==> config.mk <==
export PLATFORM = sky130hd
export DESIGN_NAME = crystal_adc_range_select_readout
export DESIGN_NICKNAME = d
export VERILOG_FILES = /design/src/crs_pkg.sv /design/src/crs_store.sv /design/src/crs_unit.sv /design/src/crs_seq.sv /design/src/crystal_adc_range_select_readout.sv
export SDC_FILE = /design/constraint.sdc
export NUM_CORES = 1
export LEC_CHECK = 0
export CORE_MARGIN = 1
export CORE_UTILIZATION = 42
export CTS_CLUSTER_SIZE = 10
export DETAILED_ROUTE_END_ITERATION = 16
export DONT_BUFFER_PORTS = 1
export GPL_TIMING_DRIVEN = 0
export PLACE_DENSITY_LB_ADDON = 0.1
export SYNTH_ARGS = -nofsm -noshare
export SYNTH_HDL_FRONTEND = slang
export SYNTH_SLANG_ARGS = --single-unit
==> constraint.sdc <==
create_clock -name aclk -period 22 [get_ports aclk]
set_input_delay 3.3 -clock aclk [delete_from_list [all_inputs] [get_ports aclk]]
set_output_delay 3.3 -clock aclk [all_outputs]
set_load 0.01 [all_outputs]
==> src/crs_pkg.sv <==
// crs_pkg: shared types and constants of the crystal range select readout
// no dependencies; imported by every module of the block
`timescale 1ns / 1ps
`default_nettype none

package crs_pkg;

    localparam int FRAC_BITS  = 4;
    localparam int NUM_RANGES = 4;
    localparam int RNG_W      = 2;
    localparam int NUM_SLOTS  = 2 * NUM_RANGES;
    localparam int SLOT_W     = 3;

    localparam int ADC_IN_W   = 17;
    localparam int PED_W      = 16;
    localparam int ULD_W      = 16;
    localparam int CIDAC_W    = 20;
    localparam int CNT_W      = 12;

    // clamp ceiling is max_adc in fixed point
    localparam int CEIL_W     = CNT_W + FRAC_BITS;
    localparam int SUM_W      = (CEIL_W + 1 > ADC_IN_W + 2) ? CEIL_W + 1 : ADC_IN_W + 2;
    localparam int HALF       = (1 << FRAC_BITS) / 2;

    localparam int CFG_IDX_W  = 3;
    localparam int CFG_DATA_W = 12;
    localparam int MODE_W     = 3;

    // range codes
    localparam logic [RNG_W-1:0] RNG_LEX8 = 2'd0;
    localparam logic [RNG_W-1:0] RNG_HEX8 = 2'd2;
    localparam logic [RNG_W-1:0] RNG_HEX1 = 2'd3;

    // range_mode codes
    localparam logic [MODE_W-1:0] MODE_FORCE_FIRST = 3'd1;
    localparam logic [MODE_W-1:0] MODE_FORCE_LAST  = 3'd4;

    typedef enum logic [CFG_IDX_W-1:0] {
        REG_RANGE_MODE    = 3'd0,
        REG_ALL_RANGE     = 3'd1,
        REG_ZERO_SUPPRESS = 3'd2,
        REG_MAX_ADC       = 3'd3,
        REG_FAIL_CHECK    = 3'd4
    } cfg_reg_t;

    typedef enum logic [2:0] {
        ST_IDLE,
        ST_CHECK,
        ST_SCAN,
        ST_RD_POS,
        ST_RD_NEG
    } state_t;

    typedef struct packed {
        logic signed [ADC_IN_W-1:0] adc;
        logic [PED_W-1:0]           ped;
        logic [ULD_W-1:0]           uld;
    } slot_t;

    typedef struct packed {
        logic [MODE_W-1:0] range_mode;
        logic              all_range;
        logic              zero_suppress;
        logic [CNT_W-1:0]  max_adc;
        logic              fail_check;
    } cfg_t;

endpackage

`default_nettype wire

==> src/crs_store.sv <==
// crs_store: sample memory, one entry per face and range
// depends on crs_pkg; one write port, one registered read port
`timescale 1ns / 1ps
`default_nettype none

module crs_store (
    input  wire logic                     aclk,
    input  wire logic                     wr_en,
    input  wire logic [crs_pkg::SLOT_W-1:0] wr_addr,
    input  wire crs_pkg::slot_t           wr_data,
    input  wire logic [crs_pkg::SLOT_W-1:0] rd_addr,
    output crs_pkg::slot_t                rd_data
);
    import crs_pkg::*;

    slot_t slot_mem [NUM_SLOTS];
    slot_t rd_data_reg;

    always_ff @(posedge aclk) begin
        if (wr_en) begin
            slot_mem[wr_addr] <= wr_data;
        end
    end

    always_ff @(posedge aclk) begin
        rd_data_reg <= slot_mem[rd_addr];
    end

    assign rd_data = rd_data_reg;

endmodule

`default_nettype wire

==> src/crs_unit.sv <==
// crs_unit: shared compare and readout arithmetic
// depends on crs_pkg; uld compare, hex1 clip, pedestal add, clamp and rounding
`timescale 1ns / 1ps
`default_nettype none

module crs_unit (
    input  wire crs_pkg::slot_t             data,
    input  wire logic                       clip,
    input  wire logic [crs_pkg::CNT_W-1:0]  max_adc,
    output logic                            le,
    output logic [crs_pkg::CNT_W-1:0]       count
);
    import crs_pkg::*;

    logic signed [ADC_IN_W:0] adc_x;
    logic signed [ADC_IN_W:0] uld_x;
    logic signed [ADC_IN_W:0] eff;
    logic signed [SUM_W-1:0]  sum;
    logic [SUM_W-1:0]         ceil_u;
    logic [CEIL_W-1:0]        clamped;
    logic [CEIL_W:0]          rounded;

    always_comb begin
        adc_x   = {data.adc[ADC_IN_W-1], data.adc};
        uld_x   = signed'({{(ADC_IN_W + 1 - ULD_W){1'b0}}, data.uld});
        le      = (adc_x <= uld_x);
        // hex1 reading at or over its uld is pinned to the uld
        eff     = (clip && !(adc_x < uld_x)) ? uld_x : adc_x;
        sum     = SUM_W'(eff) + SUM_W'(signed'({1'b0, data.ped}));
        ceil_u  = SUM_W'(max_adc) << FRAC_BITS;
        if (sum[SUM_W-1]) begin
            clamped = '0;
        end else if (sum > signed'(ceil_u)) begin
            clamped = ceil_u[CEIL_W-1:0];
        end else begin
            clamped = sum[CEIL_W-1:0];
        end
        rounded = {1'b0, clamped} + (CEIL_W + 1)'(HALF);
        count   = CNT_W'(rounded >> FRAC_BITS);
    end

endmodule

`default_nettype wire

==> src/crs_seq.sv <==
// crs_seq: sequencer with lac/dead flags, range scan and readout output register
// depends on crs_pkg; drives the read port of crs_store and the inputs of crs_unit
`timescale 1ns / 1ps
`default_nettype none

module crs_seq (
    input  wire logic                         aclk,
    input  wire logic                         aresetn,
    input  wire crs_pkg::cfg_t                cfg,
    input  wire logic                         s_valid,
    output logic                              s_ready,
    input  wire logic                         s_face,
    input  wire logic [crs_pkg::RNG_W-1:0]    s_adc_range,
    input  wire logic [crs_pkg::CIDAC_W-1:0]  s_diode_signal,
    input  wire logic [crs_pkg::CIDAC_W-1:0]  s_lac_threshold,
    input  wire logic                         s_channel_dead,
    input  wire logic                         s_last_sample,
    output logic [crs_pkg::SLOT_W-1:0]        rd_addr,
    output logic                              unit_clip,
    input  wire logic                         unit_le,
    input  wire logic [crs_pkg::CNT_W-1:0]    unit_count,
    output logic                              m_valid,
    input  wire logic                         m_ready,
    output logic [crs_pkg::RNG_W-1:0]         m_pos_range,
    output logic [crs_pkg::CNT_W-1:0]         m_pos_adc,
    output logic [crs_pkg::RNG_W-1:0]         m_neg_range,
    output logic [crs_pkg::CNT_W-1:0]         m_neg_adc,
    output logic                              m_dead_pos,
    output logic                              m_dead_neg,
    output logic                              m_ok_pos,
    output logic                              m_ok_neg,
    output logic                              m_lac_pos,
    output logic                              m_lac_neg,
    output logic                              m_last_readout
);
    import crs_pkg::*;

    typedef struct packed {
        logic [RNG_W-1:0] pos_range;
        logic [CNT_W-1:0] pos_adc;
        logic [RNG_W-1:0] neg_range;
        logic [CNT_W-1:0] neg_adc;
        logic [1:0]       dead;
        logic [1:0]       ok;
        logic [1:0]       lac;
        logic             last;
    } readout_t;

    state_t           state_reg, state_next;
    logic             face_reg, face_next;
    logic [RNG_W-1:0] rng_reg, rng_next;
    logic [RNG_W-1:0] n_reg, n_next;
    logic [RNG_W-1:0] sel0_reg, sel0_next;
    logic [RNG_W-1:0] sel1_reg, sel1_next;
    logic [1:0]       clip_reg, clip_next;
    logic [1:0]       lac_reg, lac_next;
    logic [1:0]       dead_reg, dead_next;
    logic [1:0]       st_dead_reg, st_dead_next;
    logic [1:0]       st_ok_reg, st_ok_next;
    logic [CNT_W-1:0] pos_hold_reg, pos_hold_next;
    logic             m_valid_reg, m_valid_next;
    readout_t         out_reg, out_next;

    logic             accept;
    logic             out_free;
    logic             forced;
    logic [RNG_W-1:0] last_idx;
    logic [RNG_W-1:0] rp;
    logic [RNG_W-1:0] rn;
    logic [RNG_W-1:0] chosen;

    always_ff @(posedge aclk) begin
        if (!aresetn) begin
            state_reg   <= ST_IDLE;
            lac_reg     <= '0;
            dead_reg    <= '0;
            m_valid_reg <= 1'b0;
        end else begin
            state_reg   <= state_next;
            lac_reg     <= lac_next;
            dead_reg    <= dead_next;
            m_valid_reg <= m_valid_next;
        end
    end

    always_ff @(posedge aclk) begin
        face_reg     <= face_next;
        rng_reg      <= rng_next;
        n_reg        <= n_next;
        sel0_reg     <= sel0_next;
        sel1_reg     <= sel1_next;
        clip_reg     <= clip_next;
        st_dead_reg  <= st_dead_next;
        st_ok_reg    <= st_ok_next;
        pos_hold_reg <= pos_hold_next;
        out_reg      <= out_next;
    end

    always_comb begin
        state_next    = state_reg;
        face_next     = face_reg;
        rng_next      = rng_reg;
        n_next        = n_reg;
        sel0_next     = sel0_reg;
        sel1_next     = sel1_reg;
        clip_next     = clip_reg;
        lac_next      = lac_reg;
        dead_next     = dead_reg;
        st_dead_next  = st_dead_reg;
        st_ok_next    = st_ok_reg;
        pos_hold_next = pos_hold_reg;
        out_next      = out_reg;
        m_valid_next  = m_valid_reg;
        unit_clip     = 1'b0;
        chosen        = RNG_HEX1;

        s_ready  = (state_reg == ST_IDLE);
        accept   = s_valid && s_ready;
        out_free = !m_valid_reg || m_ready;
        forced   = (cfg.range_mode >= MODE_FORCE_FIRST) && (cfg.range_mode <= MODE_FORCE_LAST);
        last_idx = cfg.all_range ? RNG_W'(NUM_RANGES - 1) : '0;
        rp       = sel0_reg + n_reg;
        rn       = sel1_reg + n_reg;

        if (m_valid_reg && m_ready) begin
            m_valid_next = 1'b0;
        end

        // lex8 word of a face refreshes its lac and dead bits
        if (accept && (s_adc_range == RNG_LEX8)) begin
            lac_next[s_face]  = (s_diode_signal >= s_lac_threshold);
            dead_next[s_face] = s_channel_dead;
        end

        case (state_reg)
            ST_IDLE: begin
                if (accept && s_last_sample) begin
                    state_next = ST_CHECK;
                end
            end
            ST_CHECK: begin
                if (cfg.zero_suppress && (lac_reg == 2'b00)) begin
                    state_next = ST_IDLE;
                end else begin
                    if (cfg.fail_check) begin
                        st_dead_next = dead_reg & lac_reg;
                        st_ok_next   = ~(dead_reg & lac_reg);
                    end else begin
                        st_dead_next = '0;
                        st_ok_next   = '0;
                    end
                    n_next = '0;
                    if (forced) begin
                        sel0_next  = RNG_W'(cfg.range_mode - MODE_FORCE_FIRST);
                        sel1_next  = RNG_W'(cfg.range_mode - MODE_FORCE_FIRST);
                        clip_next  = '0;
                        state_next = ST_RD_POS;
                    end else begin
                        face_next  = 1'b0;
                        rng_next   = RNG_LEX8;
                        state_next = ST_SCAN;
                    end
                end
            end
            ST_SCAN: begin
                // lowest of lex8..hex8 inside its uld, else hex1 with clipping
                if (unit_le || (rng_reg == RNG_HEX8)) begin
                    chosen = unit_le ? rng_reg : RNG_HEX1;
                    if (!face_reg) begin
                        sel0_next   = chosen;
                        clip_next[0] = !unit_le;
                        face_next   = 1'b1;
                        rng_next    = RNG_LEX8;
                    end else begin
                        sel1_next   = chosen;
                        clip_next[1] = !unit_le;
                        state_next  = ST_RD_POS;
                    end
                end else begin
                    rng_next = rng_reg + 1'b1;
                end
            end
            ST_RD_POS: begin
                unit_clip     = clip_reg[0] && (rp == RNG_HEX1);
                pos_hold_next = unit_count;
                state_next    = ST_RD_NEG;
            end
            ST_RD_NEG: begin
                unit_clip = clip_reg[1] && (rn == RNG_HEX1);
                if (out_free) begin
                    m_valid_next       = 1'b1;
                    out_next.pos_range = rp;
                    out_next.pos_adc   = pos_hold_reg;
                    out_next.neg_range = rn;
                    out_next.neg_adc   = unit_count;
                    out_next.dead      = st_dead_reg;
                    out_next.ok        = st_ok_reg;
                    out_next.lac       = lac_reg;
                    out_next.last      = (n_reg == last_idx);
                    if (n_reg == last_idx) begin
                        state_next = ST_IDLE;
                    end else begin
                        n_next     = n_reg + 1'b1;
                        state_next = ST_RD_POS;
                    end
                end
            end
            default: begin
                state_next = ST_IDLE;
            end
        endcase

        // read address follows the next step so data is ready on arrival
        case (state_next)
            ST_SCAN:   rd_addr = {face_next, rng_next};
            ST_RD_POS: rd_addr = {1'b0, sel0_next + n_next};
            ST_RD_NEG: rd_addr = {1'b1, sel1_next + n_next};
            default:   rd_addr = '0;
        endcase
    end

    assign m_valid        = m_valid_reg;
    assign m_pos_range    = out_reg.pos_range;
    assign m_pos_adc      = out_reg.pos_adc;
    assign m_neg_range    = out_reg.neg_range;
    assign m_neg_adc      = out_reg.neg_adc;
    assign m_dead_pos     = out_reg.dead[0];
    assign m_dead_neg     = out_reg.dead[1];
    assign m_ok_pos       = out_reg.ok[0];
    assign m_ok_neg       = out_reg.ok[1];
    assign m_lac_pos      = out_reg.lac[0];
    assign m_lac_neg      = out_reg.lac[1];
    assign m_last_readout = out_reg.last;

    a_rise_from_load: assert property (@(posedge aclk) disable iff (!aresetn)
        $rose(m_valid_reg) |-> $past(state_reg) == ST_RD_NEG)
        else $error("readout word appeared without a load");

    a_dead_ok_excl: assert property (@(posedge aclk) disable iff (!aresetn)
        m_valid_reg |-> !(out_reg.dead[0] && out_reg.ok[0]) && !(out_reg.dead[1] && out_reg.ok[1]))
        else $error("dead and ok both set on one face");

    a_dead_needs_lac: assert property (@(posedge aclk) disable iff (!aresetn)
        m_valid_reg |-> (!out_reg.dead[0] || out_reg.lac[0]) && (!out_reg.dead[1] || out_reg.lac[1]))
        else $error("dead flag without lac hit");

    a_scan_range: assert property (@(posedge aclk) disable iff (!aresetn)
        state_reg == ST_SCAN |-> rng_reg != RNG_HEX1)
        else $error("scan went past hex8");

endmodule

`default_nettype wire

==> src/crystal_adc_range_select_readout.sv <==
// crystal_adc_range_select_readout: top level, config registers and wiring
// depends on crs_pkg, crs_store, crs_unit and crs_seq
//
//   channel   prefix   handshake            word
//   sample    s_       s_valid / s_ready    one face/range sample
//   readout   m_       m_valid / m_ready    one readout of both faces
//   config    cfg_     cfg_valid/cfg_ready  register index and data
//
// samples not marked last are taken back to back while s_ready stays high.
// after a last sample: the lac check state (suppressed crystals end there),
// then one compare per range in automatic mode (1 to 3 per face), then per
// readout a pos step and a neg step through the shared arithmetic unit.
// a finished readout waits in the output register; the next sample is taken
// meanwhile, and the sequencer stalls only when a second readout is ready.
// reset is synchronous, active low; cfg_ready is always high.
`timescale 1ns / 1ps
`default_nettype none

module crystal_adc_range_select_readout (
    input  wire logic                              aclk,
    input  wire logic                              aresetn,
    input  wire logic                              s_valid,
    output logic                                   s_ready,
    input  wire logic                              s_face,
    input  wire logic [crs_pkg::RNG_W-1:0]         s_adc_range,
    input  wire logic signed [crs_pkg::ADC_IN_W-1:0] s_adc_above_ped,
    input  wire logic [crs_pkg::PED_W-1:0]         s_pedestal,
    input  wire logic [crs_pkg::ULD_W-1:0]         s_uld_threshold,
    input  wire logic [crs_pkg::CIDAC_W-1:0]       s_diode_signal,
    input  wire logic [crs_pkg::CIDAC_W-1:0]       s_lac_threshold,
    input  wire logic                              s_channel_dead,
    input  wire logic                              s_last_sample,
    output logic                                   m_valid,
    input  wire logic                              m_ready,
    output logic [crs_pkg::RNG_W-1:0]              m_pos_range,
    output logic [crs_pkg::CNT_W-1:0]              m_pos_adc,
    output logic [crs_pkg::RNG_W-1:0]              m_neg_range,
    output logic [crs_pkg::CNT_W-1:0]              m_neg_adc,
    output logic                                   m_dead_pos,
    output logic                                   m_dead_neg,
    output logic                                   m_ok_pos,
    output logic                                   m_ok_neg,
    output logic                                   m_lac_pos,
    output logic                                   m_lac_neg,
    output logic                                   m_last_readout,
    input  wire logic                              cfg_valid,
    output logic                                   cfg_ready,
    input  wire logic [crs_pkg::CFG_IDX_W-1:0]     cfg_index,
    input  wire logic [crs_pkg::CFG_DATA_W-1:0]    cfg_data
);
    import crs_pkg::*;

    cfg_t              cfg_reg;
    slot_t             wr_sample;
    slot_t             rd_sample;
    logic [SLOT_W-1:0] rd_addr;
    logic              unit_clip;
    logic              unit_le;
    logic [CNT_W-1:0]  unit_count;

    assign cfg_ready = 1'b1;

    always_ff @(posedge aclk) begin
        if (!aresetn) begin
            cfg_reg.range_mode    <= '0;
            cfg_reg.all_range     <= 1'b0;
            cfg_reg.zero_suppress <= 1'b1;
            cfg_reg.max_adc       <= '1;
            cfg_reg.fail_check    <= 1'b0;
        end else if (cfg_valid && cfg_ready) begin
            case (cfg_index)
                REG_RANGE_MODE:    cfg_reg.range_mode    <= cfg_data[MODE_W-1:0];
                REG_ALL_RANGE:     cfg_reg.all_range     <= cfg_data[0];
                REG_ZERO_SUPPRESS: cfg_reg.zero_suppress <= cfg_data[0];
                REG_MAX_ADC:       cfg_reg.max_adc       <= cfg_data[CNT_W-1:0];
                REG_FAIL_CHECK:    cfg_reg.fail_check    <= cfg_data[0];
                default: begin
                end
            endcase
        end
    end

    always_comb begin
        wr_sample.adc = s_adc_above_ped;
        wr_sample.ped = s_pedestal;
        wr_sample.uld = s_uld_threshold;
    end

    crs_store u_store (
        .aclk    (aclk),
        .wr_en   (s_valid && s_ready),
        .wr_addr ({s_face, s_adc_range}),
        .wr_data (wr_sample),
        .rd_addr (rd_addr),
        .rd_data (rd_sample)
    );

    crs_unit u_unit (
        .data    (rd_sample),
        .clip    (unit_clip),
        .max_adc (cfg_reg.max_adc),
        .le      (unit_le),
        .count   (unit_count)
    );

    crs_seq u_seq (
        .aclk            (aclk),
        .aresetn         (aresetn),
        .cfg             (cfg_reg),
        .s_valid         (s_valid),
        .s_ready         (s_ready),
        .s_face          (s_face),
        .s_adc_range     (s_adc_range),
        .s_diode_signal  (s_diode_signal),
        .s_lac_threshold (s_lac_threshold),
        .s_channel_dead  (s_channel_dead),
        .s_last_sample   (s_last_sample),
        .rd_addr         (rd_addr),
        .unit_clip       (unit_clip),
        .unit_le         (unit_le),
        .unit_count      (unit_count),
        .m_valid         (m_valid),
        .m_ready         (m_ready),
        .m_pos_range     (m_pos_range),
        .m_pos_adc       (m_pos_adc),
        .m_neg_range     (m_neg_range),
        .m_neg_adc       (m_neg_adc),
        .m_dead_pos      (m_dead_pos),
        .m_dead_neg      (m_dead_neg),
        .m_ok_pos        (m_ok_pos),
        .m_ok_neg        (m_ok_neg),
        .m_lac_pos       (m_lac_pos),
        .m_lac_neg       (m_lac_neg),
        .m_last_readout  (m_last_readout)
    );

endmodule

`default_nettype wire
# ---- After elaboration in Yosys (flattened, before gate mapping)
# Memory sizes are Yosys's and may differ from the RTL's. A register that Yosys moved wholly into a read port is not among the register bits.
# Cells that the tools add are included.
dict set report totals {
  inputBits 114
  mem_count 1
  ff_bits 88
  wordCells 150
  mem_bits_rw 392
  output_inout_bits 38
}
# memory depth word_bits read_ports rd_clocked_by_memory_dff wr line
set mem_list {}
lappend mem_list {u_store.slot_mem 8 49 1 1 1 crs_store.sv:16} ;# slot_t slot_mem [NUM_SLOTS];
dict set report classes {
  n_reduce_logical 29
  n_lt_le_gt_ge 8
  n_eq_ne 20
  add_sub_neg 9
  bitwise_logic 3
  n_mux 53
}
# cell n
set op_table {}
lappend op_table {{2-bit 2-to-1 mux} 21}
lappend op_table {{16-bit 2-to-1 mux} 2}
lappend op_table {{20-bit greater-or-equal comparator} 1}
lappend op_table {{2-bit case mux with 2 select lines} 5}
lappend op_table {{18-bit by 17-bit adder with 19-bit output} 1}
lappend op_table {{19-bit by 17-bit > comparator with 1-bit output} 1}
lappend op_table {{3-bit by 2-bit equality test with 1-bit output (second input constant)} 6}
lappend op_table {{18-bit 2-to-1 mux} 1}
lappend op_table {{17-bit <= comparator} 1}
lappend op_table {{17-bit < comparator} 1}
lappend op_table {{16-bit by 4-bit adder with 16-bit output (second input constant)} 1}
lappend op_table {{3-bit 2-to-1 mux} 5}
lappend op_table {{3-bit case mux with 5 select lines} 1}
lappend op_table {{2-bit AND reduction} 7}
lappend op_table {{1-bit 2-to-1 mux} 12}
lappend op_table {{1-bit logical AND} 10}
lappend op_table {{5-bit AND reduction} 2}
lappend op_table {{3-bit equality test (second input constant)} 3}
lappend op_table {{3-bit case mux with 3 select lines} 1}
lappend op_table {{2-bit adder} 4}
lappend op_table {{2-bit equality test (second input constant)} 3}
lappend op_table {{3-bit by 1-bit equality test with 1-bit output (second input constant)} 2}
lappend op_table {{3-bit zero test} 2}
lappend op_table {{2-bit by 1-bit inequality test with 1-bit output (second input constant)} 3}
lappend op_table {{18 further kinds} 26}

# ---- Longest topological paths before layout
# Gate-level depths: netlist of the first run.
dict set report logic_depth {
  depth_word 11
  ltp_mapped 37
  ltp_nobuf 35
}

# ---- By module
# From an unflattened synthesis of the first run, not the netlist that was laid out.
dict set report hier_totals {
  cells_unflattened 1281
  area_unflattened_um2 22223.8
}
# module cells_per_inst area_per_inst_um2 seq_area_each_um2 instances
set by_module_without_submodules {}
lappend by_module_without_submodules {crs_store 628 15742.6 12752.2 1}
lappend by_module_without_submodules {crs_seq 274 3316.9 1931.9 1}
lappend by_module_without_submodules {crs_unit 297 2306.0 0.0 1}
lappend by_module_without_submodules {crystal_adc_range_select_readout 82 858.3 360.3 1}

# ---- Least setup slack after synthesis of the first run
# Ideal clock, no wire load.
dict set report synth_timing {
  kind {in2reg}
  from {in s_valid}
  to {reg u_seq.dead_reg[0]}
  setup_time_ps 120
  slack_ps 14337
  path_buffers 0
  t_arrival_ps 7543
  cell_stages 5
  t_required_ps 21880
  path_cell_list {and2_1 > nand2b_1 > nor3_1 > mux2i_1 > nor2b_1}
}
dict set report synth_between {
  elab_chain_len 2
}
# item line
set synth_rtl {}
lappend synth_rtl {{start: declaration} crystal_adc_range_select_readout.sv:22} ;# input wire logic s_valid,
lappend synth_rtl {{1-bit logical AND} crs_seq.sv:118} ;# accept = s_valid && s_ready;
lappend synth_rtl {{1-bit logical AND} crs_seq.sv:130} ;# if (accept && (s_adc_range == RNG_LEX8)) begin
lappend synth_rtl {{end signal: assignment} crs_seq.sv:81} ;# dead_reg <= dead_next;
lappend synth_rtl {{end: declaration} crs_seq.sv:57} ;# logic [1:0] dead_reg, dead_next;
# Every way passes these cells.
# A chain may end at the register's enable or synchronous reset.

# ---- Worst setup path after layout of the first run
dict set report layout_timing {
  from {reg u_store.rd_data[15] (netlist name)}
  to {reg u_seq.out_reg, in the netlist u_seq.m_neg_adc[9] (data pin)}
}
dict set report layout_between {
  elab_chain_len 9
}
# item line
set layout_rtl {}
lappend layout_rtl {{17-bit < comparator} crs_unit.sv:28} ;# eff = (clip && !(adc_x < uld_x)) ? uld_x : adc_x;
lappend layout_rtl {{1-bit zero test} crs_unit.sv:28}
lappend layout_rtl {{1-bit logical AND} crs_unit.sv:28}
lappend layout_rtl {{18-bit 2-to-1 mux (*)} crs_unit.sv:28}
lappend layout_rtl {{18-bit by 17-bit adder with 19-bit output (*)} crs_unit.sv:29} ;# sum = SUM_W'(eff) + SUM_W'(signed'({1'b0, data.ped}));
lappend layout_rtl {{19-bit by 17-bit > comparator with 1-bit output} crs_unit.sv:33} ;# end else if (sum > signed'(ceil_u)) begin
lappend layout_rtl {{16-bit 2-to-1 mux} crs_unit.sv:33}
lappend layout_rtl {{16-bit 2-to-1 mux (*)} crs_unit.sv:31} ;# if (sum[SUM_W-1]) begin
lappend layout_rtl {{16-bit by 4-bit adder with 16-bit output (*)} crs_unit.sv:38} ;# rounded = {1'b0, clamped} + (CEIL_W + 1)'(HALF);
lappend layout_rtl {{net u_seq.unit_count (one bit)} crs_seq.sv:21} ;# input wire logic [crs_pkg::CNT_W-1:0] unit_count,
lappend layout_rtl {{end signal: assignment} crs_seq.sv:96} ;# out_reg <= out_next;
lappend layout_rtl {{end: declaration} crs_seq.sv:62} ;# readout_t out_reg, out_next;
# The timed path passes the listed nets; every way through them passes the cells marked *.

==> results of run 1 <==
cells in the mapped netlist, types with 20 or more instances:
| cell | count |
|---|---|
| o21ai_0 | 20 |
| a21oi_1 | 32 |
| edfxtp_1 | 445 |
| inv_1 | 68 |
| a21o_1 | 20 |
| mux2_2 | 54 |
| nor2_1 | 51 |
| ha_1 | 72 |
| dfxtp_1 | 84 |
| mux2i_1 | 306 |
| nand2_1 | 46 |
| nor3_1 | 20 |
cells by family after synthesis:
kind of cell,Yosys count
simple gates,215
flops,529
other cells,1
fa+ha+maj,73
xor+xnor,26
mux,370
compound gates,164
buf+inv,124
worst paths after layout:
check        slack (ps)                  to  cells past startpoint                  start
max               12630  u_seq.m_neg_adc[9]                     32    u_store.rd_data[15]
min reg2reg         410  u_seq.m_pos_adc[4]                      0  u_seq.pos_hold_reg[4]
max reg2reg       12630  u_seq.m_neg_adc[9]                     32    u_store.rd_data[15]
min                 410  u_seq.m_pos_adc[4]                      0  u_seq.pos_hold_reg[4]
power by group through the flow:
stage	Combinational [uW]	Clock [uW]	Sequential, uW
global placement	88.5	0	1140
finish	94.9	895	1120
detailed placement	95.8	0	1140
global route	106	958	1120
floorplan	65.6	0	1140
CTS	96.4	919	1120
metal layers:
metal,vias up,track usage (%),wire (um)
met5,-,0,0
met4,0,5.74,1280
met3,75,4.06,2330
met2,225,31.7,25000
met1,5913,24.1,22800
li1,5907,-,-
worst reg2reg max path, delay by kind of cell (launching register included):
family | cells | cell delay [ps]
buffers and inverters | 4 | 1150
muxes | 2 | 590
xor gates and xnor gates | 2 | 550
AOI/OAI and AO/OA | 8 | 2220
and+or+nand+nor | 12 | 2860
DFF | 1 | 370
adders and majority gates | 4 | 1400
final cells by class:
class                      instances  area [sq um]  share of cell area, %
tap                              696           871                   3.33
buffer                            55           338                   1.29
clock buffer                     108          1690                   6.47
multi-input combinational        849          7420                   28.4
timing repair buffer              27           470                   1.80
inverter                          69           259                  0.991
sequential                       529         15000                   57.6
clock inverter                     5          42.5                  0.163
through the flow:
step                      setup slack (ps)  hold slack (ps)  cell area, sq um  utilization (%)  power, uW
after floorplan                      14340              400             23000                -       1200
after global placement                9810              402             23900             44.3       1230
after detailed placement             12580              405             24400             45.3       1230
after CTS                            12510              409             26100             48.5       2130
after global routing                 11920              411             26100             48.5       2180
final                                12630              408             26100             48.5       2110
==> run_results.csv, run 1 <==
group,metric,value,unit
run_status,run_status,"finished clean",
cells_and_area,drive_gt1_share,14.0,%
cells_and_area,num-nets-final,1778,
clock_network,skew_pair_late_insertion_delay,620,ps
synthesis,combinational_family_with_the_most_area_after_synthesis,"multiplexers",
power,netSwitchingFraction,21.2,%
power,power.combinational.fraction,4.5,%
placed_design,portBuffers,0,
synthesis,synth_fp_nets,1689,
grt,globalRouteTotalUtil,18.7,%
cells_and_area,fillers,4671,
clock_network,path_clk_slew,50,ps
worst_setup_path,critical_path_peak_fanout,10,
grt,number_of_antenna_violations_at_the_first_check_in_global_routing,0,
synthesis,synth_cells,1502,
clock_network,tritoncts,"built",
drt,routed_via_density,5.18,
worst_hold_path,min_path_type,"register to register",
timing,period_share,42.6,%
drt,drt_pass1_iterations,5,
clock_network,cts.sink_count,529,
timing,achievable-frequency,0.107,GHz
timing,timing.clock.skew,23.7,ps
die,floorplan.die_area,55700,sq um
die,core_area,53900,sq um
synthesis,ys_seq_area_share,65.4,%
synthesis,post_synth_and_or_nand_nor_area_fraction,5.12,%
synthesis,ys_top_cells_by_area,"edfxtp_1 (58%), mux2i_1 (13%), dfxtp_1 (7.3%)",
worst_setup_path,most_used_cell_along_the_critical_path,"ha_1",
drt,routed-via-count,12120,
clock_network,clockBufferDepth,3,
cells_and_area,final_common_cell,"edfxtp_1",
die,die_width,236,um
die,row_count,85,
cells_and_area,antennaDiodeCount,0,
worst_setup_path,timing.critical_path.max_delay_family,"simple AND/OR/NAND/NOR gates",
worst_setup_path,critical_path.n_buffers_inverters,4,
power,power.density,80.6,nW/um^2
grt,grt_max_degree,37,
clock_network,postCtsSetupBuffers,0,
worst_setup_path,worst-endpoint-arrival,9770,ps
clock_network,cts.root.buffer_cell,"clkbuf_16",
timing,slew_headroom,42.1,%
synthesis,number_of_register_bits_inferred_by_synthesis,529,
worst_setup_path,criticalPathCategory,"register to register",
grt,first_global_vias,12413,
synthesis,synth.largest_area_cell,"edfxtp_1",
drt,drt_iter0_drc,693,
cells_and_area,largest_register_ffs,392,
clock_network,hold_buffers_post_cts,0,
grt,grt_pass1_wl,77700,um
power,ir_drop,0.0539,mV
power,switchingPower,446,uW
synthesis,synth_xor_xnor_area_share,0.990,%
power,seq_power_share,53.0,%
cells_and_area,area_growth_from_synthesis_to_layout,13.6,%
drt,route.detailed.drc,0,
cells_and_area,layoutNonFillerInstCount,2338,
synthesis,post_synth_instance_area,23000,sq um
worst_setup_path,cpMaxStageDelayCell,"a211oi_2",
drt,antenna_left,0,
grt,global_route.overflow_total,0,
worst_setup_path,crit_path_end_kind,"register",
die,initial_utilization,42.7,%
synthesis,netlist-cell-type-count,74,
power,clkPwrFrac,42.5,%
synthesis,ys_async_sr_fraction,0,%
clock_network,cts_inserted_buffers,60,
placed_design,routability_congestion_estimate,0.823,
worst_setup_path,critical-path-max-stage-delay,710,ps
synthesis,avgSynthCellArea,15.3,sq um
synthesis,synth_compound_area_share,5.27,%
synthesis,ys.warnings.count,0,
clock_network,cts_htree_levels,2,
worst_setup_path,start_kind,"register",
timing,slew_viol_final,0,
placed_design,dp.cells,2225,
power,static-leakage-power,0.0103,uW
power,internal_power,1660,uW
drt,route.detailed.wl_per_inst,22.0,um
cells_and_area,layout_common_cells,"edfxtp_1 (445), mux2i_1 (306), dfxtp_1 (84)",
synthesis,synth_fa_ha_area_share,4.00,%
die,io_pins,152,
die,die_height,236,um
timing,post-route-min-period,9370,ps
synthesis,synth_enable_flop_cells,445,
synthesis,synth_top_area_share,58.1,%
timing,fin_setup_tns,0,ps
flow_run,max_cap_violations,0,
synthesis,synth.mux.area_fraction,16.6,%
timing,worst_slew_pin_slew,868,ps
timing,grt_setup_unrepaired,"no",
placed_design,detailed_place_hpwl,35700,um
synthesis,postSynth.topFlopCell,"edfxtp_1",
timing,finalSetupViolCount,0,
worst_setup_path,data_required_critical_path,22390,ps
drt,routed_wl,51400,um
timing,finalHoldViolations,0,
clock_network,cts_resized,0,
Note: power is estimated with default switching activity, not from simulation.
==> run 2, diff against run 1 <==
==> constraint.sdc (replaced) <==
create_clock -name aclk -period 9.5 [get_ports aclk]
set_input_delay 1.425 -clock aclk [delete_from_list [all_inputs] [get_ports aclk]]
set_output_delay 1.425 -clock aclk [all_outputs]
set_load 0.01 [all_outputs]
==> run_results.csv, run 2 (same netlist as run 1, synthesis figures left out) <==
group,metric,value,unit
run_status,run_status,"finished clean",
power,power.combinational.fraction,4.5,%
grt,first_global_vias,12413,
timing,finalSetupViolCount,0,
cells_and_area,layout_common_cells,"edfxtp_1 (445), mux2i_1 (306), dfxtp_1 (84)",
die,initial_utilization,42.7,%
worst_hold_path,min_path_cells,0,
drt,drt_iter0_drc,631,
grt,globalRouteTotalUtil,18.7,%
cells_and_area,antennaDiodeCount,0,
power,switchingPower,1030,uW
clock_network,clockBufferDepth,3,
clock_network,skew_pair_late_insertion_delay,620,ps
clock_network,cts_inserted_buffers,60,
cells_and_area,largest_register_ffs,392,
grt,grt_max_degree,37,
worst_setup_path,cpMaxStageDelayCell,"or3b_2",
power,netSwitchingFraction,21.2,%
worst_setup_path,crit_path_end_kind,"register",
placed_design,dpl-instance-area,24400,sq um
timing,timing.clock.skew,18.8,ps
worst_setup_path,worst-endpoint-arrival,9260,ps
clock_network,cts.sink_count,529,
worst_setup_path,data_required_critical_path,9890,ps
die,core_area,53900,sq um
placed_design,portBuffers,0,
timing,post-route-min-period,8870,ps
power,seq_power_share,53.0,%
grt,number_of_antenna_violations_at_the_first_check_in_global_routing,0,
die,die_width,236,um
flow_run,max_cap_violations,0,
worst_setup_path,criticalPathCategory,"register to register",
cells_and_area,finalInstanceArea,26200,sq um
power,ir_drop,0.125,mV
timing,grt_setup_unrepaired,"no",
drt,route.detailed.drc,0,
cells_and_area,num-nets-final,1782,
worst_setup_path,start_kind,"register",
drt,routed_wl,51500,um
placed_design,routability_congestion_estimate,0.823,
power,clkPwrFrac,42.5,%
die,io_pins,152,
drt,drt_pass1_iterations,5,
power,internal_power,3840,uW
grt,global_route.overflow_total,0,
clock_network,path_clk_slew,50,ps
drt,route.detailed.wl_per_inst,22.0,um
timing,achievable-frequency,0.113,GHz
die,floorplan.die_area,55700,sq um
timing,worst_slew_pin_slew,790,ps
cells_and_area,layoutNonFillerInstCount,2342,
power,power.density,186,nW/um^2
placed_design,detailed_place_hpwl,35700,um
timing,holdWs,407,ps
drt,antenna_left,0,
grt,grt_pass1_wl,77700,um
clock_network,cts.root.buffer_cell,"clkbuf_16",
clock_network,cts_htree_levels,2,
worst_setup_path,reg2reg_depth,33,
cells_and_area,drive_gt1_share,14.3,%
drt,routed_via_density,5.20,
die,die_height,236,um
cells_and_area,utilization_after_layout,48.5,%
clock_network,tritoncts,"built",
timing,period_share,93.4,%
cells_and_area,final_common_cell,"edfxtp_1",
timing,slew_viol_final,0,
placed_design,dp.cells,2225,
clock_network,hold_buffers_post_cts,0,
worst_setup_path,critical_path_peak_fanout,10,
worst_setup_path,most_used_cell_along_the_critical_path,"ha_1",
die,row_count,85,
worst_hold_path,min_path_type,"register to register",
timing,finalHoldViolations,0,
power,static-leakage-power,0.0104,uW
power,finalPower,4880,uW
cells_and_area,area_growth_from_synthesis_to_layout,13.8,%
timing,slew_headroom,47.2,%
worst_setup_path,critical-path-max-stage-delay,470,ps
drt,routed-via-count,12182,
run 2: power by group through the flow:
| stage | clock [uW] | sequential (uW) | combinational, uW |
|---|---|---|---|
| floorplan | 0 | 2630 | 152 |
| global placement | 0 | 2640 | 205 |
| detailed placement | 0 | 2630 | 222 |
| CTS | 2130 | 2580 | 223 |
| global route | 2220 | 2590 | 246 |
| finish | 2070 | 2580 | 220 |
run 2: through the flow:
step | worst slack, ps | setup TNS, ps
after global placement | -817 | -42130
after global routing | 13.2 | 0
final | 631 | 0
after floorplan | 1890 | 0
after detailed placement | 84.0 | 0
after CTS | 8.34 | 0
run 2: path summary, 6_finish.rpt:
kind                   endpoint  slack (ps)                   from
max          u_seq.m_neg_adc[9]         630    u_store.rd_data[15]
min          u_seq.m_pos_adc[4]         410  u_seq.pos_hold_reg[4]
min reg2reg  u_seq.m_pos_adc[4]         410  u_seq.pos_hold_reg[4]
max reg2reg  u_seq.m_neg_adc[9]         630    u_store.rd_data[15]
run 2: what timing repair did:
action,in CTS,in global routing
endpoints found under the hold margin,0,0
setup endpoints to repair,0,8
setup buffers,0,4
resized for setup,0,3
run 2: final cells by class:
type                    instances  area (sq um)
flip-flops and latches        529         15000
plain buffers                  55           339
clock buffers                 108          1690
well taps                     696           871
clock inverters                 5          42.5
fillers                      4668         27700
inverters                      69           259
repair buffers                 31           500
multi-input cells             849          7430
run 2: metal layers:
metal,track usage (%),wire length (um)
met2,31.7,25100
met3,4.06,2230
met5,0,0
met4,5.74,1360
met1,24.1,22900
run 2: critical path: cells and delay by family (launching register included):
| kind | cells | cell delay, ps |
|---|---|---|
| buffers and inverters | 5 | 1120 |
| flip-flops | 1 | 370 |
| AND/OR/NAND/NOR | 12 | 2890 |
| adder cells (fa/ha/maj) | 4 | 1400 |
| multiplexers | 2 | 560 |
| AO/OA/AOI/OAI | 8 | 1740 |
| XOR/XNOR | 2 | 540 |
==> run 3, diff against run 2 <==
--- a/config.mk
+++ b/config.mk
@@ -5,6 +5,7 @@
 export SDC_FILE = /design/constraint.sdc
 export NUM_CORES = 1
 export LEC_CHECK = 0
+export ABC_AREA = 1
 export CORE_MARGIN = 1
 export CORE_UTILIZATION = 42
 export CTS_CLUSTER_SIZE = 10
==> run_results.csv, run 3 <==
group,metric,value,unit
run_status,run_status,"finished clean",
timing,finalSetupViolCount,0,
worst_setup_path,most_used_cell_along_the_critical_path,"nand2_1",
clock_network,path_clk_slew,60,ps
drt,routed-via-count,17427,
synthesis,ys_async_sr_fraction,0,%
worst_setup_path,cpMaxStageDelayCell,"clkbuf_1",
synthesis,ys_top_cells_by_area,"edfxtp_1 (55%), nand2_1 (11%), nand3_1 (8.7%)",
power,static-leakage-power,0.0120,uW
cells_and_area,layoutNonFillerInstCount,3398,
timing,worst_slew_pin_slew,955,ps
drt,antenna_left,0,
worst_setup_path,r2r_start,"u_store.rd_data[14]",
timing,period_share,75.3,%
cells_and_area,fillers,5313,
placed_design,detailed_place_hpwl,47800,um
die,initial_utilization,42.8,%
clock_network,cts.root.buffer_cell,"clkbuf_16",
clock_network,postCtsSetupBuffers,0,
timing,slew_viol_final,0,
synthesis,synth_enable_flop_cells,445,
drt,route.detailed.drc,0,
timing,finalHoldViolations,0,
worst_setup_path,start_kind,"register",
synthesis,avgSynthCellArea,9.82,sq um
clock_network,clockBufferDepth,3,
placed_design,dp.cells,3284,
die,core_area,56800,sq um
drt,route.detailed.wl_per_inst,19.4,um
cells_and_area,area_growth_from_synthesis_to_layout,13.9,%
drt,routed_wl,65900,um
die,row_count,87,
timing,slew_headroom,36.0,%
worst_setup_path,crit_path_end_kind,"register",
timing,holdWs,416,ps
die,floorplan.die_area,58800,sq um
die,die_width,243,um
clock_network,cts_htree_levels,2,
synthesis,synth_top_area_share,55.0,%
synthesis,post_synth_instance_area,24300,sq um
placed_design,routability_congestion_estimate,0.876,
cells_and_area,drive_gt1_share,9.50,%
worst_hold_path,min_path_type,"register to register",
clock_network,skew_pair_late_insertion_delay,640,ps
power,power.density,191,nW/um^2
timing,achievable-frequency,0.140,GHz
cells_and_area,layout_common_cells,"nand2_1 (708), edfxtp_1 (445), nand3_1 (424)",
placed_design,portBuffers,0,
worst_hold_path,hold_path.startpoint,"u_seq.st_dead_reg[0]",
die,io_pins,152,
synthesis,ys.warnings.count,0,
timing,timing.clock.skew,29.4,ps
synthesis,synth_cells,2475,
cells_and_area,utilization_after_layout,48.7,%
grt,grt_max_degree,34,
synthesis,synthMostInstantiatedCell,"nand2_1",
drt,drt_iter0_drc,1214,
placed_design,dpl-instance-area,25900,sq um
grt,number_of_antenna_violations_at_the_first_check_in_global_routing,0,
flow_run,max_cap_violations,0,
cells_and_area,largest_register_ffs,392,
cells_and_area,num-nets-final,2778,
cells_and_area,finalInstanceArea,27700,sq um
synthesis,netlist-cell-type-count,49,
synthesis,synth_fp_nets,2662,
worst_setup_path,critical_path_peak_fanout,10,
synthesis,post_synth_most_frequent_cells,"nand2_1 (708), edfxtp_1 (445), nand3_1 (424), inv_1 (327), dfxtp_1 (84)",
drt,routed_via_density,5.13,
power,ir_drop,0.139,mV
synthesis,postSynth.topFlopCell,"edfxtp_1",
worst_setup_path,worst-endpoint-arrival,7500,ps
worst_setup_path,critical-path-max-stage-delay,470,ps
grt,global_route.overflow_total,0,
clock_network,cts_inserted_buffers,61,
synthesis,ys_seq_area_share,61.9,%
cells_and_area,antennaDiodeCount,0,
clock_network,hold_buffers_post_cts,0,
worst_setup_path,data_required_critical_path,9850,ps
clock_network,cts.sink_count,529,
grt,first_global_vias,17008,
clock_network,cts_resized,0,
timing,grt_setup_unrepaired,"no",
grt,globalRouteTotalUtil,22.4,%
worst_setup_path,criticalPathCategory,"register to register",
synthesis,synth.largest_area_cell,"edfxtp_1",
timing,post-route-min-period,7160,ps
drt,drt_pass1_iterations,6,
die,die_height,243,um
clock_network,tritoncts,"built",
worst_setup_path,crit_path_start,"u_store.rd_data[14]",
cells_and_area,final_common_cell,"nand2_1",
synthesis,number_of_register_bits_inferred_by_synthesis,529,
grt,grt_pass1_wl,101000,um
[run 3: changes by cell type after synthesis, sizes merged, moves of 48 or more]
| cell | before | now |
|---|---|---|
| mux2 | 64 | 0 |
| nand2 | 47 | 715 |
| inv | 69 | 340 |
| buf | 40 | 88 |
| nand3 | 12 | 426 |
| mux2i | 306 | 0 |
[run 3: cells by family after synthesis]
| logic type | synth area share, % |
|---|---|
| buf+inv | 7.62 |
| fa+ha+maj | 3.79 |
| compound gates | 3.64 |
| xor+xnor | 0.793 |
| flops | 61.9 |
| simple gates | 22.2 |
| other cells | 0.0154 |
[run 3: worst paths after layout]
kind / endpoint / slack, ps / cells past startpoint
max: u_seq.m_neg_adc[7] / 2340 / 42
min: u_seq.m_dead_pos / 420 / 0
max reg2reg: u_seq.m_neg_adc[7] / 2340 / 42
min reg2reg: u_seq.m_dead_pos / 420 / 0
[run 3: final cells by class]
class / count / area (sq um) / area share [%]
Clock buffer: 111 / 1780 / 6.44
Clock inverter: 3 / 47.5 / 0.172
Tap cell: 756 / 946 / 3.42
Inverter: 341 / 1280 / 4.62
Timing Repair Buffer: 53 / 553 / 2.00
Buffer: 114 / 572 / 2.07
Sequential cell: 529 / 15000 / 54.3
Multi-Input combinational cell: 1491 / 7460 / 26.9
[run 3: critical path: cells and delay by family (launching register included)]
family | cells | cell delay (ps)
DFF | 1 | 370
xor gates and xnor gates | 2 | 390
AOI/OAI and AO/OA | 5 | 910
and+or+nand+nor | 24 | 2610
buffers and inverters | 6 | 940
adders and majority gates | 5 | 1600
[run 3: power breakdown]
part / leakage [uW] / internal [uW] / switching, uW / total, uW
logic: 0.00636 / 167 / 320 / 488
registers: 0.00474 / 2600 / 29.6 / 2630
clock network: 0.000873 / 1260 / 915 / 2170
[run 3: routing by layer]
metal  share of wire [%]  global-route usage (%)
met5                   0                       0
met4                 2.5                    7.11
met3                 4.8                    3.01
met2                  48                    37.0
met1                  45                    30.5
[run 3: per-stage QoR]
stage               setup WS, ps  setup TNS [ps]  power, uW
floorplan                   2290               0       3020
global placement           -3170         -271410       3150
detailed placement          2270               0       3160
CTS                         2240               0       5340
global route                1560               0       5500
finish                      2340               0       5280
